===== config.mk =====
export PLATFORM = sky130hd
export DESIGN_NAME = adaptive_playout_delay_control_flat
export DESIGN_NICKNAME = d
export VERILOG_FILES = /design/src/rtl/core/apdc_pkg.sv /design/src/rtl/core/apdc_if.sv /design/src/rtl/core/apdc_cfg.sv /design/src/rtl/core/apdc_ctrl.sv /design/src/rtl/core/apdc_dp.sv /design/src/rtl/core/adaptive_playout_delay_control.sv /design/src/flat_wrapper.sv
export VERILOG_INCLUDE_DIRS = /design/src /design/src/rtl/core
export SDC_FILE = /design/constraint.sdc
export NUM_CORES = 2
export LEC_CHECK = 0
export BUFFER_PORTS_ARGS = -buffer_cell sky130_fd_sc_hd__buf_4
export CAP_MARGIN = 20
export CORE_ASPECT_RATIO = 1.4
export CORE_UTILIZATION = 55
export DETAILED_ROUTE_END_ITERATION = 10
export PLACE_DENSITY = 0.7
export REMOVE_ABC_BUFFERS = 1
export SYNTH_ARGS = -nofsm -noshare
export SYNTH_HDL_FRONTEND = slang
export SYNTH_SLANG_ARGS = --single-unit
export TNS_END_PERCENT = 5

===== constraint.sdc =====
create_clock -name clk_i -period 17.4 [get_ports clk_i]
set_clock_uncertainty 0.2 [all_clocks]
set_input_delay 3.48 -clock clk_i [delete_from_list [all_inputs] [get_ports clk_i]]
set_output_delay 3.48 -clock clk_i [all_outputs]
set_load 0.005 [all_outputs]

===== src/rtl/core/assert_macros.svh =====
// Assertion helpers shared by the playout delay core.
// Users must have clk_i and rst_ni in scope.
`ifndef ASSERT_MACROS_SVH
`define ASSERT_MACROS_SVH
`define ASSERT_CLK(lbl, prop, msg) \
  lbl: assert property (@(posedge clk_i) disable iff (!rst_ni) prop) else $error(msg);
`define ASSERT_NEVER(lbl, expr, msg) \
  `ASSERT_CLK(lbl, !(expr), msg)
`endif


===== src/rtl/core/apdc_pkg.sv =====
// Shared types and constants of the adaptive playout delay core.
// No dependencies.
package apdc_pkg;

  localparam int unsigned CAPACITY_FRAMES_DEF = 64;

  localparam int unsigned CfgIdxW  = 3;
  localparam int unsigned CfgDataW = 17;

  localparam int unsigned FrameW     = 32;
  localparam int unsigned AvgW       = 24;
  localparam int unsigned FramesOutW = 6;
  localparam int unsigned MeasW      = 16;
  localparam int unsigned DilW       = 16;

  localparam int unsigned MulAW = 25;
  localparam int unsigned MulBW = 18;
  localparam int unsigned ProdW = MulAW + MulBW;

  localparam logic [16:0]     SmoothOne = 17'd65536;
  localparam logic [DilW-1:0] DilOne    = 16'd4096;

  typedef struct packed {
    logic [16:0] smoothing;
    logic [15:0] jitter_multiplier;
    logic [5:0]  min_frames;
    logic [12:0] dilation_min;
    logic [15:0] dilation_max;
    logic [15:0] dilation_gain;
    logic        auto_enable;
    logic [5:0]  start_frames;
  } cfg_t;

  localparam cfg_t CfgReset = '{
    smoothing:         17'd6554,
    jitter_multiplier: 16'd512,
    min_frames:        6'd0,
    dilation_min:      13'd3686,
    dilation_max:      16'd4506,
    dilation_gain:     16'd0,
    auto_enable:       1'b1,
    start_frames:      6'd2
  };

  typedef enum logic [CfgIdxW-1:0] {
    REG_SMOOTHING    = 3'd0,
    REG_JITTER_MULT  = 3'd1,
    REG_MIN_FRAMES   = 3'd2,
    REG_DIL_MIN      = 3'd3,
    REG_DIL_MAX      = 3'd4,
    REG_DIL_GAIN     = 3'd5,
    REG_AUTO_ENABLE  = 3'd6,
    REG_START_FRAMES = 3'd7
  } reg_idx_e;

  typedef enum logic [2:0] {
    ST_IDLE,
    ST_LAT,
    ST_JIT,
    ST_JUPD,
    ST_WANT,
    ST_TGT,
    ST_DIL,
    ST_DONE
  } state_e;

  typedef enum logic [1:0] {
    MUL_LAT,
    MUL_JIT,
    MUL_WANT,
    MUL_DIL
  } mul_op_e;

  typedef struct packed {
    logic    load;
    logic    mul_en;
    mul_op_e mul_op;
    logic    lat_wr;
    logic    jit_wr;
    logic    meas_wr;
    logic    tgt_wr;
    logic    commit;
  } cmd_t;

  typedef struct packed {
    logic first;
  } status_t;

endpackage


===== src/rtl/core/apdc_if.sv =====
// Item channels of the adaptive playout delay core: packet in, result out.
// Depends on apdc_pkg.
interface apdc_in_if;
  import apdc_pkg::*;
  logic              valid;
  logic              ready;
  logic [FrameW-1:0] sender_stamp;
  logic [FrameW-1:0] arrival_frame;
  logic [FrameW-1:0] play_frame;
  logic              buffered_present;

  modport source (
    output valid, sender_stamp, arrival_frame, play_frame, buffered_present,
    input  ready
  );
  modport sink (
    input  valid, sender_stamp, arrival_frame, play_frame, buffered_present,
    output ready
  );
endinterface

interface apdc_out_if;
  import apdc_pkg::*;
  logic                  valid;
  logic                  ready;
  logic [AvgW-1:0]       latency_out;
  logic [AvgW-1:0]       jitter_out;
  logic [FramesOutW-1:0] target_frames;
  logic [MeasW-1:0]      measured_frames;
  logic [FramesOutW-1:0] current_frames;
  logic [DilW-1:0]       rate_factor;

  modport source (
    output valid, latency_out, jitter_out, target_frames, measured_frames,
           current_frames, rate_factor,
    input  ready
  );
  modport sink (
    input  valid, latency_out, jitter_out, target_frames, measured_frames,
           current_frames, rate_factor,
    output ready
  );
endinterface


===== src/rtl/core/apdc_cfg.sv =====
// Configuration register bank of the playout delay core.
// Depends on apdc_pkg.
module apdc_cfg (
  input  logic                          clk_i,
  input  logic                          rst_ni,
  input  logic                          cfg_we_i,
  input  logic [apdc_pkg::CfgIdxW-1:0]  cfg_idx_i,
  input  logic [apdc_pkg::CfgDataW-1:0] cfg_wdata_i,
  output apdc_pkg::cfg_t                cfg_o
);
  import apdc_pkg::*;

  cfg_t cfg_d, cfg_q;

  always_comb begin
    cfg_d = cfg_q;
    if (cfg_we_i) begin
      unique case (reg_idx_e'(cfg_idx_i))
        REG_SMOOTHING:    cfg_d.smoothing         = cfg_wdata_i[16:0];
        REG_JITTER_MULT:  cfg_d.jitter_multiplier = cfg_wdata_i[15:0];
        REG_MIN_FRAMES:   cfg_d.min_frames        = cfg_wdata_i[5:0];
        REG_DIL_MIN:      cfg_d.dilation_min      = cfg_wdata_i[12:0];
        REG_DIL_MAX:      cfg_d.dilation_max      = cfg_wdata_i[15:0];
        REG_DIL_GAIN:     cfg_d.dilation_gain     = cfg_wdata_i[15:0];
        REG_AUTO_ENABLE:  cfg_d.auto_enable       = cfg_wdata_i[0];
        REG_START_FRAMES: cfg_d.start_frames      = cfg_wdata_i[5:0];
      endcase
    end
  end

  always_ff @(posedge clk_i or negedge rst_ni) begin
    if (!rst_ni) begin
      cfg_q <= CfgReset;
    end else begin
      cfg_q <= cfg_d;
    end
  end

  assign cfg_o = cfg_q;

endmodule


===== src/rtl/core/apdc_ctrl.sv =====
// Sequencer of the playout delay core: handshakes and datapath commands.
// Depends on apdc_pkg and assert_macros.svh.
`include "assert_macros.svh"
module apdc_ctrl (
  input  logic              clk_i,
  input  logic              rst_ni,
  input  logic              in_valid_i,
  output logic              in_ready_o,
  output logic              out_valid_o,
  input  logic              out_ready_i,
  input  apdc_pkg::status_t status_i,
  output apdc_pkg::cmd_t    cmd_o
);
  import apdc_pkg::*;

  state_e state_d, state_q;
  logic   out_valid_d, out_valid_q;
  logic   out_free;

  assign out_free = !out_valid_q || out_ready_i;

  always_comb begin
    state_d = state_q;
    unique case (state_q)
      ST_IDLE: begin
        if (in_valid_i) begin
          state_d = status_i.first ? ST_WANT : ST_LAT;
        end
      end
      ST_LAT:  state_d = ST_JIT;
      ST_JIT:  state_d = ST_JUPD;
      ST_JUPD: state_d = ST_WANT;
      ST_WANT: state_d = ST_TGT;
      ST_TGT:  state_d = ST_DIL;
      ST_DIL:  state_d = ST_DONE;
      ST_DONE: begin
        if (out_free) begin
          state_d = ST_IDLE;
        end
      end
    endcase
  end

  always_comb begin
    in_ready_o     = 1'b0;
    cmd_o.load     = 1'b0;
    cmd_o.mul_en   = 1'b0;
    cmd_o.mul_op   = MUL_LAT;
    cmd_o.lat_wr   = 1'b0;
    cmd_o.jit_wr   = 1'b0;
    cmd_o.meas_wr  = 1'b0;
    cmd_o.tgt_wr   = 1'b0;
    cmd_o.commit   = 1'b0;
    unique case (state_q)
      ST_IDLE: begin
        in_ready_o = 1'b1;
        cmd_o.load = in_valid_i;
      end
      ST_LAT: begin
        cmd_o.mul_en = 1'b1;
        cmd_o.mul_op = MUL_LAT;
      end
      ST_JIT: begin
        cmd_o.mul_en = 1'b1;
        cmd_o.mul_op = MUL_JIT;
        cmd_o.lat_wr = 1'b1;
      end
      ST_JUPD: begin
        cmd_o.jit_wr = 1'b1;
      end
      ST_WANT: begin
        cmd_o.mul_en  = 1'b1;
        cmd_o.mul_op  = MUL_WANT;
        cmd_o.meas_wr = 1'b1;
      end
      ST_TGT: begin
        cmd_o.tgt_wr = 1'b1;
      end
      ST_DIL: begin
        cmd_o.mul_en = 1'b1;
        cmd_o.mul_op = MUL_DIL;
      end
      ST_DONE: begin
        cmd_o.commit = out_free;
      end
    endcase
  end

  always_comb begin
    out_valid_d = out_valid_q;
    if (cmd_o.commit) begin
      out_valid_d = 1'b1;
    end else if (out_ready_i) begin
      out_valid_d = 1'b0;
    end
  end

  always_ff @(posedge clk_i or negedge rst_ni) begin
    if (!rst_ni) begin
      state_q     <= ST_IDLE;
      out_valid_q <= 1'b0;
    end else begin
      state_q     <= state_d;
      out_valid_q <= out_valid_d;
    end
  end

  assign out_valid_o = out_valid_q;

  `ASSERT_CLK(a_accept_leaves_idle, (in_valid_i && in_ready_o) |=> (state_q != ST_IDLE), "accepted item left controller idle")
  `ASSERT_CLK(a_commit_sets_valid, cmd_o.commit |=> out_valid_q, "committed result not presented")
  `ASSERT_NEVER(a_no_accept_on_commit, in_ready_o && cmd_o.commit, "accept and commit in one cycle")
  `ASSERT_CLK(a_done_waits, (state_q == ST_DONE && out_valid_q && !out_ready_i) |=> (state_q == ST_DONE), "result overwritten while stalled")

endmodule


===== src/rtl/core/apdc_dp.sv =====
// Datapath of the playout delay core: averages, shared multiplier, target,
// dilation, depth step and result register. Depends on apdc_pkg.
module apdc_dp #(
  parameter int unsigned CAPACITY_FRAMES = apdc_pkg::CAPACITY_FRAMES_DEF
) (
  input  logic                              clk_i,
  input  logic                              rst_ni,
  input  apdc_pkg::cmd_t                    cmd_i,
  output apdc_pkg::status_t                 status_o,
  input  apdc_pkg::cfg_t                    cfg_i,
  input  logic [apdc_pkg::FrameW-1:0]       sender_stamp_i,
  input  logic [apdc_pkg::FrameW-1:0]       arrival_frame_i,
  input  logic [apdc_pkg::FrameW-1:0]       play_frame_i,
  input  logic                              buffered_present_i,
  output logic [apdc_pkg::AvgW-1:0]         latency_out_o,
  output logic [apdc_pkg::AvgW-1:0]         jitter_out_o,
  output logic [apdc_pkg::FramesOutW-1:0]   target_frames_o,
  output logic [apdc_pkg::MeasW-1:0]        measured_frames_o,
  output logic [apdc_pkg::FramesOutW-1:0]   current_frames_o,
  output logic [apdc_pkg::DilW-1:0]         rate_factor_o
);
  import apdc_pkg::*;

  localparam int unsigned DepthW = $clog2(CAPACITY_FRAMES);
  localparam int unsigned MaxD   = CAPACITY_FRAMES - 1;
  localparam logic [DepthW-1:0] MaxDepth = DepthW'(MaxD);

  // sequence state
  logic              have_sample_q;
  logic [AvgW-1:0]   lat_q, jit_q;
  logic [DepthW-1:0] depth_q;

  // per-item working registers
  logic [FrameW-1:0]       server_q, applied_q, meas_q;
  logic                    buffered_q;
  logic [AvgW-1:0]         samp_q;
  logic [DepthW-1:0]       cur_q, target_q;
  logic signed [ProdW-1:0] prod_q;

  // result register
  logic [AvgW-1:0]       lat_out_q, jit_out_q;
  logic [FramesOutW-1:0] tgt_out_q, cur_out_q;
  logic [MeasW-1:0]      meas_out_q;
  logic [DilW-1:0]       dil_out_q;

  logic [DepthW-1:0]       start_clamped, cur_in, cur_next;
  logic [FrameW:0]         rx_diff;
  logic [AvgW-1:0]         sample_in, dev;
  logic [FrameW-1:0]       applied_in, meas_d;
  logic [16:0]             s_eff;
  logic signed [MulAW-1:0] mul_a;
  logic signed [MulBW-1:0] mul_b;
  logic signed [ProdW-1:0] prod_d;
  logic [43:0]             lat_acc, jit_acc;
  logic [41:0]             want_sum;
  logic [25:0]             tgt_raw, tgt_lo;
  logic [DepthW-1:0]       tgt_d;
  logic signed [33:0]      err_full;
  logic signed [17:0]      err;
  logic signed [47:0]      dil_x, dil_lo, dmin_s, dmax_s;
  logic [DilW-1:0]         dil_d;
  logic                    adapt;

  assign status_o.first = !have_sample_q;

  // item intake
  assign start_clamped = (16'(cfg_i.start_frames) > 16'(MaxD)) ? MaxDepth
                                                                : DepthW'(cfg_i.start_frames);
  assign cur_in  = have_sample_q ? depth_q : start_clamped;
  assign rx_diff = {1'b0, arrival_frame_i} - {1'b0, sender_stamp_i};

  always_comb begin
    if (rx_diff[FrameW]) begin
      sample_in = '0;
    end else if (|rx_diff[31:16]) begin
      sample_in = '1;
    end else begin
      sample_in = {rx_diff[15:0], 8'h00};
    end
  end

  assign applied_in = (play_frame_i >= 32'(cur_in)) ? play_frame_i - 32'(cur_in)
                                                    : '0;
  assign meas_d = (server_q >= applied_q) ? server_q - applied_q : '0;

  // shared multiplier
  assign s_eff = (cfg_i.smoothing > SmoothOne) ? SmoothOne : cfg_i.smoothing;
  assign dev   = (samp_q >= lat_q) ? samp_q - lat_q : lat_q - samp_q;

  assign err_full = $signed({2'b00, meas_q}) - $signed({{(34 - DepthW){1'b0}}, target_q});
  // errors past 16 bits already drive the dilation to a limit
  assign err      = (err_full > 34'sd65535) ? 18'sd65535 : err_full[17:0];

  always_comb begin
    unique case (cmd_i.mul_op)
      MUL_LAT: begin
        mul_a = $signed({1'b0, samp_q}) - $signed({1'b0, lat_q});
        mul_b = $signed({1'b0, s_eff});
      end
      MUL_JIT: begin
        mul_a = $signed({1'b0, dev}) - $signed({1'b0, jit_q});
        mul_b = $signed({1'b0, s_eff});
      end
      MUL_WANT: begin
        mul_a = $signed({1'b0, jit_q});
        mul_b = $signed({2'b00, cfg_i.jitter_multiplier});
      end
      MUL_DIL: begin
        mul_a = $signed({{(MulAW - 18){err[17]}}, err});
        mul_b = $signed({2'b00, cfg_i.dilation_gain});
      end
    endcase
  end

  assign prod_d = mul_a * mul_b;

  // avg + (x - avg) * s, rounded
  assign lat_acc = {4'b0, lat_q, 16'b0} + {prod_q[ProdW-1], prod_q} + 44'd32768;
  assign jit_acc = {4'b0, jit_q, 16'b0} + {prod_q[ProdW-1], prod_q} + 44'd32768;

  // target depth, ceiling of Q.16
  assign want_sum = {10'b0, lat_q, 8'b0} + {2'b00, prod_q[39:0]} + 42'h0FFFF;
  assign tgt_raw  = want_sum[41:16];
  assign tgt_lo   = (tgt_raw < 26'(cfg_i.min_frames)) ? 26'(cfg_i.min_frames) : tgt_raw;
  assign tgt_d    = (tgt_lo > 26'(MaxD)) ? MaxDepth : DepthW'(tgt_lo);

  // dilation
  assign dil_x  = $signed({prod_q[ProdW-1], prod_q, 4'b0}) + 48'sd4096;
  assign dmin_s = $signed({35'b0, cfg_i.dilation_min});
  assign dmax_s = $signed({32'b0, cfg_i.dilation_max});
  assign dil_lo = (dil_x < dmin_s) ? dmin_s : dil_x;

  assign adapt = cfg_i.auto_enable && buffered_q;

  always_comb begin
    cur_next = cur_q;
    dil_d    = DilOne;
    if (adapt) begin
      dil_d = (dil_lo > dmax_s) ? cfg_i.dilation_max : dil_lo[DilW-1:0];
      if (cur_q < target_q && meas_q >= 32'(cur_q)) begin
        cur_next = cur_q + DepthW'(1);
      end else if (cur_q > target_q && meas_q <= 32'(cur_q)) begin
        cur_next = cur_q - DepthW'(1);
      end
    end
  end

  always_ff @(posedge clk_i or negedge rst_ni) begin
    if (!rst_ni) begin
      have_sample_q <= 1'b0;
      lat_q         <= '0;
      jit_q         <= '0;
      depth_q       <= '0;
    end else begin
      if (cmd_i.load && !have_sample_q) begin
        lat_q <= sample_in;
        jit_q <= '0;
      end
      if (cmd_i.lat_wr) begin
        lat_q <= lat_acc[39:16];
      end
      if (cmd_i.jit_wr) begin
        jit_q <= jit_acc[39:16];
      end
      if (cmd_i.commit) begin
        have_sample_q <= 1'b1;
        depth_q       <= cur_next;
      end
    end
  end

  always_ff @(posedge clk_i) begin
    if (cmd_i.load) begin
      server_q   <= sender_stamp_i;
      applied_q  <= applied_in;
      buffered_q <= buffered_present_i;
      samp_q     <= sample_in;
      cur_q      <= cur_in;
    end
    if (cmd_i.mul_en) begin
      prod_q <= prod_d;
    end
    if (cmd_i.meas_wr) begin
      meas_q <= meas_d;
    end
    if (cmd_i.tgt_wr) begin
      target_q <= tgt_d;
    end
    if (cmd_i.commit) begin
      lat_out_q  <= lat_q;
      jit_out_q  <= jit_q;
      tgt_out_q  <= FramesOutW'(target_q);
      meas_out_q <= (|meas_q[31:16]) ? '1 : meas_q[MeasW-1:0];
      cur_out_q  <= FramesOutW'(cur_next);
      dil_out_q  <= dil_d;
    end
  end

  assign latency_out_o     = lat_out_q;
  assign jitter_out_o      = jit_out_q;
  assign target_frames_o   = tgt_out_q;
  assign measured_frames_o = meas_out_q;
  assign current_frames_o  = cur_out_q;
  assign rate_factor_o     = dil_out_q;

endmodule


===== src/rtl/core/adaptive_playout_delay_control.sv =====
// Adaptive playout delay control. An accepted item passes the states LAT, JIT, JUPD,
// WANT, TGT, DIL, DONE; the first item after reset skips to WANT (no averaging pass).
// A new item is taken after the last commit. The four products (two for the first) go
// in turn through one shared 25x18 multiplier. Results wait in an output register.
// Reset clears the averages, the sample flag and the depth, and loads register
// defaults; there is no clearing pass.
module adaptive_playout_delay_control #(
  parameter int unsigned CAPACITY_FRAMES = apdc_pkg::CAPACITY_FRAMES_DEF
) (
  input  logic                          clk_i,
  input  logic                          rst_ni,
  apdc_in_if.sink                       pkt_i,
  apdc_out_if.source                    res_o,
  input  logic                          cfg_we_i,
  input  logic [apdc_pkg::CfgIdxW-1:0]  cfg_idx_i,
  input  logic [apdc_pkg::CfgDataW-1:0] cfg_wdata_i
);
  import apdc_pkg::*;

  cfg_t    cfg;
  cmd_t    cmd;
  status_t status;

  apdc_cfg u_cfg (
    .clk_i       (clk_i),
    .rst_ni      (rst_ni),
    .cfg_we_i    (cfg_we_i),
    .cfg_idx_i   (cfg_idx_i),
    .cfg_wdata_i (cfg_wdata_i),
    .cfg_o       (cfg)
  );

  apdc_ctrl u_ctrl (
    .clk_i       (clk_i),
    .rst_ni      (rst_ni),
    .in_valid_i  (pkt_i.valid),
    .in_ready_o  (pkt_i.ready),
    .out_valid_o (res_o.valid),
    .out_ready_i (res_o.ready),
    .status_i    (status),
    .cmd_o       (cmd)
  );

  apdc_dp #(
    .CAPACITY_FRAMES (CAPACITY_FRAMES)
  ) u_dp (
    .clk_i              (clk_i),
    .rst_ni             (rst_ni),
    .cmd_i              (cmd),
    .status_o           (status),
    .cfg_i              (cfg),
    .sender_stamp_i     (pkt_i.sender_stamp),
    .arrival_frame_i    (pkt_i.arrival_frame),
    .play_frame_i       (pkt_i.play_frame),
    .buffered_present_i (pkt_i.buffered_present),
    .latency_out_o      (res_o.latency_out),
    .jitter_out_o       (res_o.jitter_out),
    .target_frames_o    (res_o.target_frames),
    .measured_frames_o  (res_o.measured_frames),
    .current_frames_o   (res_o.current_frames),
    .rate_factor_o      (res_o.rate_factor)
  );

endmodule


===== src/flat_wrapper.sv =====
// flat-port wrapper written by rule: the top's interface ports become plain ports
module adaptive_playout_delay_control_flat import apdc_pkg::*;
#(
  parameter int unsigned CAPACITY_FRAMES = apdc_pkg::CAPACITY_FRAMES_DEF
)
  (clk_i, rst_ni, cfg_we_i, cfg_idx_i, cfg_wdata_i, pkt_i_valid, pkt_i_sender_stamp, pkt_i_arrival_frame, pkt_i_play_frame, pkt_i_buffered_present, pkt_i_ready, res_o_valid, res_o_latency_out, res_o_jitter_out, res_o_target_frames, res_o_measured_frames, res_o_current_frames, res_o_rate_factor, res_o_ready);
  apdc_in_if pkt_i_i ();
  apdc_out_if res_o_i ();
  input  logic clk_i;
  input  logic rst_ni;
  input  logic cfg_we_i;
  input  logic [apdc_pkg::CfgIdxW-1:0] cfg_idx_i;
  input  logic [apdc_pkg::CfgDataW-1:0] cfg_wdata_i;
  input wire logic [$bits(pkt_i_i.valid)-1:0] pkt_i_valid;
  input wire logic [$bits(pkt_i_i.sender_stamp)-1:0] pkt_i_sender_stamp;
  input wire logic [$bits(pkt_i_i.arrival_frame)-1:0] pkt_i_arrival_frame;
  input wire logic [$bits(pkt_i_i.play_frame)-1:0] pkt_i_play_frame;
  input wire logic [$bits(pkt_i_i.buffered_present)-1:0] pkt_i_buffered_present;
  output wire logic [$bits(pkt_i_i.ready)-1:0] pkt_i_ready;
  output wire logic [$bits(res_o_i.valid)-1:0] res_o_valid;
  output wire logic [$bits(res_o_i.latency_out)-1:0] res_o_latency_out;
  output wire logic [$bits(res_o_i.jitter_out)-1:0] res_o_jitter_out;
  output wire logic [$bits(res_o_i.target_frames)-1:0] res_o_target_frames;
  output wire logic [$bits(res_o_i.measured_frames)-1:0] res_o_measured_frames;
  output wire logic [$bits(res_o_i.current_frames)-1:0] res_o_current_frames;
  output wire logic [$bits(res_o_i.rate_factor)-1:0] res_o_rate_factor;
  input wire logic [$bits(res_o_i.ready)-1:0] res_o_ready;
  assign pkt_i_i.valid = pkt_i_valid;
  assign pkt_i_i.sender_stamp = pkt_i_sender_stamp;
  assign pkt_i_i.arrival_frame = pkt_i_arrival_frame;
  assign pkt_i_i.play_frame = pkt_i_play_frame;
  assign pkt_i_i.buffered_present = pkt_i_buffered_present;
  assign pkt_i_ready = pkt_i_i.ready;
  assign res_o_valid = res_o_i.valid;
  assign res_o_latency_out = res_o_i.latency_out;
  assign res_o_jitter_out = res_o_i.jitter_out;
  assign res_o_target_frames = res_o_i.target_frames;
  assign res_o_measured_frames = res_o_i.measured_frames;
  assign res_o_current_frames = res_o_i.current_frames;
  assign res_o_rate_factor = res_o_i.rate_factor;
  assign res_o_i.ready = res_o_ready;
  adaptive_playout_delay_control #(.CAPACITY_FRAMES(CAPACITY_FRAMES)) u_core (.clk_i(clk_i), .rst_ni(rst_ni), .pkt_i(pkt_i_i), .res_o(res_o_i), .cfg_we_i(cfg_we_i), .cfg_idx_i(cfg_idx_i), .cfg_wdata_i(cfg_wdata_i));
endmodule

# Yosys cells after proc, flatten, opt, wreduce, memory -nomap -nowiden
# Index checks and enable logic that the tools add are counted.
[totals]
reg_bits = 418
in_bits = 122
out_inout_bits = 94
[op_classes]
add_sub_neg = 17
mul = 1
magnitude_cmp = 13
n_eq_ne = 19
mux = 32
reduce_logical = 25
[op_table]
columns = ["cell", "n"]
rows = [
  ["2-to-1 mux 24 bit", 7],
  ["one-hot mux 25 bit (4 select lines)", 1],
  ["adder 40 x 16 -> 40 bit, second input constant", 2],
  ["adder 40 bit", 2],
  ["greater-or-equal comparator 32 x 6 -> 1 bit", 2],
  ["one-hot mux 18 bit (3 select lines)", 1],
  ["subtractor 24 x 24 -> 25 bit", 2],
  ["adder 47 x 14 -> 48 bit, second input constant", 1],
  ["greater-than comparator 48 x 17 -> 1 bit", 1],
  ["less-than comparator 48 x 14 -> 1 bit", 1],
  ["2-to-1 mux 48 bit", 1],
  ["subtractor 24 bit", 2],
  ["multiplier 25 x 18 -> 43 bit", 1],
  ["adder 41 x 16 -> 42 bit, second input constant", 1],
  ["adder 32 x 40 -> 41 bit", 1],
  ["greater-than comparator 33 x 17 -> 1 bit, second input constant", 1],
  ["subtractor 32 x 32 -> 33 bit", 1],
  ["subtractor 32 x 6 -> 33 bit", 1],
  ["greater-or-equal comparator 32 bit", 1],
  ["less-or-equal comparator 32 x 6 -> 1 bit", 1],
  ["OR reduction 16 bit", 2],
  ["subtractor 32 bit", 1],
  ["subtractor 32 x 6 -> 32 bit", 1],
  ["greater-than comparator 26 x 6 -> 1 bit, second input constant", 1],
  ["30 further kinds", 71],
]

# Logic depth before layout (Yosys ltp)
[logic_depth]
depth_word = 6
ltp_mapped = 53

# Cells and area by module
# Synthesis repeated with hierarchy kept, for this count alone.
[unflattened]
hier_cells = 4972
hier_area_um2 = 46062.9
[by_module_without_submodules]
columns = ["mod", "n_inst", "cells_each", "area_per_inst_um2", "seq_area_each_um2"]
rows = [
  ["apdc_dp", 1, 4739, 42224.2, 9213.8],
  ["apdc_cfg", 1, 200, 3559.7, 2306.0],
  ["apdc_ctrl", 1, 33, 279.0, 100.1],
]

# Least setup slack after synthesis
# OpenSTA, ideal clock, no wires.
[synth_path]
path_kind = "register to register"
start = "register u_core.u_dp.samp_q[7]"
end = "register u_core.u_dp.prod_q[42], data pin"
setup_ps = 260
arrival_time_ps = 11244
slack_ps = 5695
stages_incl_launch_ff = 52
synth_period_minus_slack_ps = 11705
path_cell_list = "edfxtp_1 -> ha_1 -> clkbuf_1 -> nand3_1 -> o21bai_1 -> a21boi_0 -> o211ai_1 -> o211ai_1 -> a22o_1 -> o21ai_0 -> o21a_1 -> o21a_1 -> clkbuf_1 -> mux2i_1 -> xnor2_1 -> ha_1 -> a21o_1 -> a21oi_1 -> (+16 left out) -> fa_1 -> inv_1 -> fa_1 -> inv_1 -> ha_1 -> clkbuf_1 -> a21oi_1 -> nand3_1 -> nand2_1 -> o21ai_0 -> and2_1 -> a31oi_1 -> o21a_1 -> o21ai_0 -> nor2_1 -> or3_1 -> a31oi_1 -> xnor2_1"
[synth_between]
elab_chain_cells = 5
word_cells_on_any_way = 8
cone_classes = "4 x add/sub; 1 x mul; 1 x order compare; 2 x mux"
[synth_lines]
columns = ["item", "line", "rtl"]
rows = [
  ["start: declaration", "apdc_dp.sv:36", "logic [AvgW-1:0] samp_q;"],
  ["start signal: assignment", "apdc_dp.sv:177", "samp_q <= sample_in;"],
  ["subtractor 24 bit or greater-or-equal comparator 24 bit (tied branches)", "apdc_dp.sv:88", "assign dev = (samp_q >= lat_q) ? samp_q - lat_q : lat_q - samp_q;"],
  ["2-to-1 mux 24 bit", "apdc_dp.sv:88", ""],
  ["subtractor 24 x 24 -> 25 bit", "apdc_dp.sv:101", "mul_a = $signed({1'b0, dev}) - $signed({1'b0, jit_q});"],
  ["one-hot mux 25 bit (4 select lines) *", "apdc_dp.sv:95", "unique case (cmd_i.mul_op)"],
  ["multiplier 25 x 18 -> 43 bit *", "apdc_dp.sv:115", "assign prod_d = mul_a * mul_b;"],
  ["via u_core.u_dp.prod_d[42]", "apdc_dp.sv:53", "logic signed [ProdW-1:0] prod_d;"],
  ["end signal: assignment", "apdc_dp.sv:181", "prod_q <= prod_d;"],
  ["end: declaration", "apdc_dp.sv:38", "logic signed [ProdW-1:0] prod_q;"],
]
# The timed path passes the listed nets; every way through them passes the cells marked *.
# A chain may end at the register's enable or synchronous reset.

# Worst setup path after layout
# Same ends and word-level chain as after synthesis.

==> results.yml <==
route:
  dr.first_iter.drc_count: 2642
  vias: 36300
  drc: 0
  wl_per_cell_um: 22.1
  ant_nets: 0
  vias_per_cell: 5.93
  drtPass1Iterations: 6
  wirelength_mm: 135
yosys:
  synth_warnings: 0
  muxShareOfSynthArea_pct: 2.97
  ys_ff_latch: 411
  synth_commonest_cells: "inv_1 (772), nand2_1 (459), fa_1 (425), ha_1 (398), nor2_1 (368)"
  synth_xor_area_share_pct: 4.73
  synth-simple-area-share_pct: 14.8
  syn_inst: 4871
  synth_compound_area_share_pct: 13.6
  ys_types: 96
  async_flop_share_pct: 36.5
  syn_area_um2: 44800
  synth_area_leaders: "fa_1 (19%), edfxtp_1 (17%), ha_1 (11%), dfrtp_1 (7.1%), inv_1 (6.5%)"
  synth_top_family_by_area: "adder cells"
  ys_dominant_reg_cell: "edfxtp_1"
  synth_seq_area_share_pct: 25.9
  synthAdderAreaFrac_pct: 30.1
  yosysMostFrequentCell: "inv_1"
  synth_top_cell_area_share_pct: 19.0
  avgSynthCellArea_um2: 9.21
  synth_edf_count: 261
  post-synth-top-area-cell: "fa_1"
global_routing:
  antenna_found_initial: 1
  grt_pass1_vias: 36800
  grt_pass1_wl_mm: 210
  grt_max_degree: 91
  grt_overflow: 0
  grtUsageTotal_pct: 33.1
critical_path:
  cp_max_fo: 16
  cp_slowest_cell: "edfxtp_1"
  end_kind: "flip-flop"
  slowest_delay_ns: 0.57
  cp-start-kind: "flip-flop"
  critical_path_required_ns: 17.52
  arrival_ns: 13.61
  crit_top_cell: "fa_1"
  crit_type: "reg2reg"
clocking:
  cts.sink_count: 411
  cts_tree: "yes"
  cts_hold_buf: 0
  post_cts_buffers: 0
  path_clk_slew_ns: 0.07
  cts_resized: 0
  htreeDepth: 2
  clockBufferDepth: 3
  clk_latency_ns: 0.63
  root_buffer: "clkbuf_16"
  cts_buffers: 46
timing:
  rsz0062_at_grt: "false"
  fmax_mhz: 74.1
  final_hold_viol_count: 0
  slew_violations: 0
  period_minus_slack_ns: 13.49
  post-route-period-util_pct: 77.6
  finalSetupViolCount: 0
  setup_tns_ns: 0
  slew_headroom_pct: 18.6
  worst_pin_slew_ns: 1.19
  setup_ws_ns: 3.91
floorplanning:
  io_pins: 216
  rows: 123
  die_area_um2: 82700
  initial_core_util_pct: 55.7
  core_region_area_um2: 80500
  die_h_um: 340
  die_x_um: 243
place:
  place_ws_ns: 4.11
  dpl.cell_count: 6034
  io_buffer_count: 215
  place_hpwl_mm: 106
  place_congestion: 0.967
min_path:
  hp-class: "reg2reg"
final_layout:
  final.fill_count: 7049
  synthToLayoutAreaGrowth_pct: 9.89
  fin_nets: 5969
  stdcell_count: 6125
  drive_above_1_share_pct: 10.6
job:
  maxCapViolCount: 0
status:
  outcome: "finished, final reports clean"
==> worst max-delay path: cells and delay by family (launching register included) <==
kind / cells / cell delay (ns)
compound gates: 22 / 5.28
fa+ha+maj: 9 / 3.95
simple gates: 9 / 1.97
buf+inv: 5 / 0.58
flops: 1 / 0.57
xor+xnor: 3 / 0.34
mux: 1 / 0.28
==> cell usage in the layout (no fill, tap or decap), types with 56 or more instances in the layout <==
master,netlist,layout
inv_1,772,772
nand2_1,459,459
fa_1,425,425
ha_1,398,398
nor2_1,368,363
buf_4,0,265
edfxtp_1,261,261
a21oi_1,259,254
o21ai_0,206,201
xnor2_1,145,144
dfrtp_1,127,126
a21o_1,101,101
xor2_1,97,97
nor3_1,90,88
nand3_1,82,82
mux2_2,81,81
nor2b_1,80,80
nand2b_1,56,56
and2_1,57,56
==> final cells by class <==
type	instances	area (µm²)	area share, %
multi-input combinational	3524	29800	60.5
antenna	1	2.50	0.00508
timing repair buffer	269	2060	4.18
clock buffer	59	1260	2.56
sequential	411	11600	23.6
clock inverter	27	304	0.617
tap	1062	1330	2.70
inverter	772	2900	5.88
==> final timing paths <==
| check | slack [ns] | from | end | cells past startpoint |
|---|---|---|---|---|
| min in group asynchronous | 2.75 | rst_ni | u_core.u_dp.depth_q[3] | 1 |
| worst max register to register | 3.91 | u_core.u_dp.samp_q[7] | u_core.u_dp.prod_q[42] | 49 |
| worst min-delay path | 0.25 | u_core.u_dp.target_q[3] | u_core.u_dp.target_frames_o[3] | 0 |
| worst max-delay path | 3.91 | u_core.u_dp.samp_q[7] | u_core.u_dp.prod_q[42] | 49 |
| worst min register to register | 0.25 | u_core.u_dp.target_q[3] | u_core.u_dp.target_frames_o[3] | 0 |
| max in group asynchronous | 12.82 | rst_ni | u_core.u_cfg.cfg_o[79] | 2 |
==> routing by layer <==
metal	track usage (%)	vias up	routed length (µm)
li1	-	16700	-
met1	41.8	17900	53500
met2	54.7	1419	64600
met3	5.78	382	9590
met4	16.5	2	7580
met5	0	-	11
==> flip-flops by register name (all words and copies together) (netlist names), 16 cells and up <==
| register | count |
|---|---|
| u_core.u_dp.jitter_out_o | 24 |
| u_core.u_dp.server_q | 32 |
| u_core.u_dp.applied_q | 32 |
| u_core.u_dp.prod_q | 43 |
| u_core.u_dp.jit_q | 24 |
| u_core.u_dp.samp_q | 17 |
| u_core.u_dp.rate_factor_o | 16 |
| u_core.u_dp.latency_out_o | 24 |
| u_core.u_dp.lat_q | 24 |
| u_core.u_cfg.cfg_o | 91 |
| u_core.u_dp.meas_q | 32 |
| u_core.u_dp.measured_frames_o | 16 |
==> kinds of logic (layout without fill, tap and decap cells) <==
family	count (synthesis)	after routing
other	0	1
flip-flops	411	411
adder cells (fa/ha/maj)	823	823
buffers and inverters	936	1127
XOR/XNOR	242	242
AND/OR/NAND/NOR	1401	1401
AO/OA/AOI/OAI	935	935
multiplexers	123	123
==> per-stage QoR <==
| stage | hold slack [ns] | util [%] | area, µm² |
|---|---|---|---|
| 5_1_grt | 0.269 | 61.2 | 49300 |
| 6_report | 0.246 | 61.2 | 49300 |
| 2_1_floorplan | 0.226 | - | 44200 |
| 3_3_place_gp | 0.238 | 59.2 | 47600 |
| 4_1_cts | 0.247 | 61.1 | 49200 |
| 3_5_place_dp | 0.238 | 59.2 | 47600 |
Power is left out: the tool's default activity adds up to more than one toggle a clock period on the data nets, which glitch-free logic cannot reach.
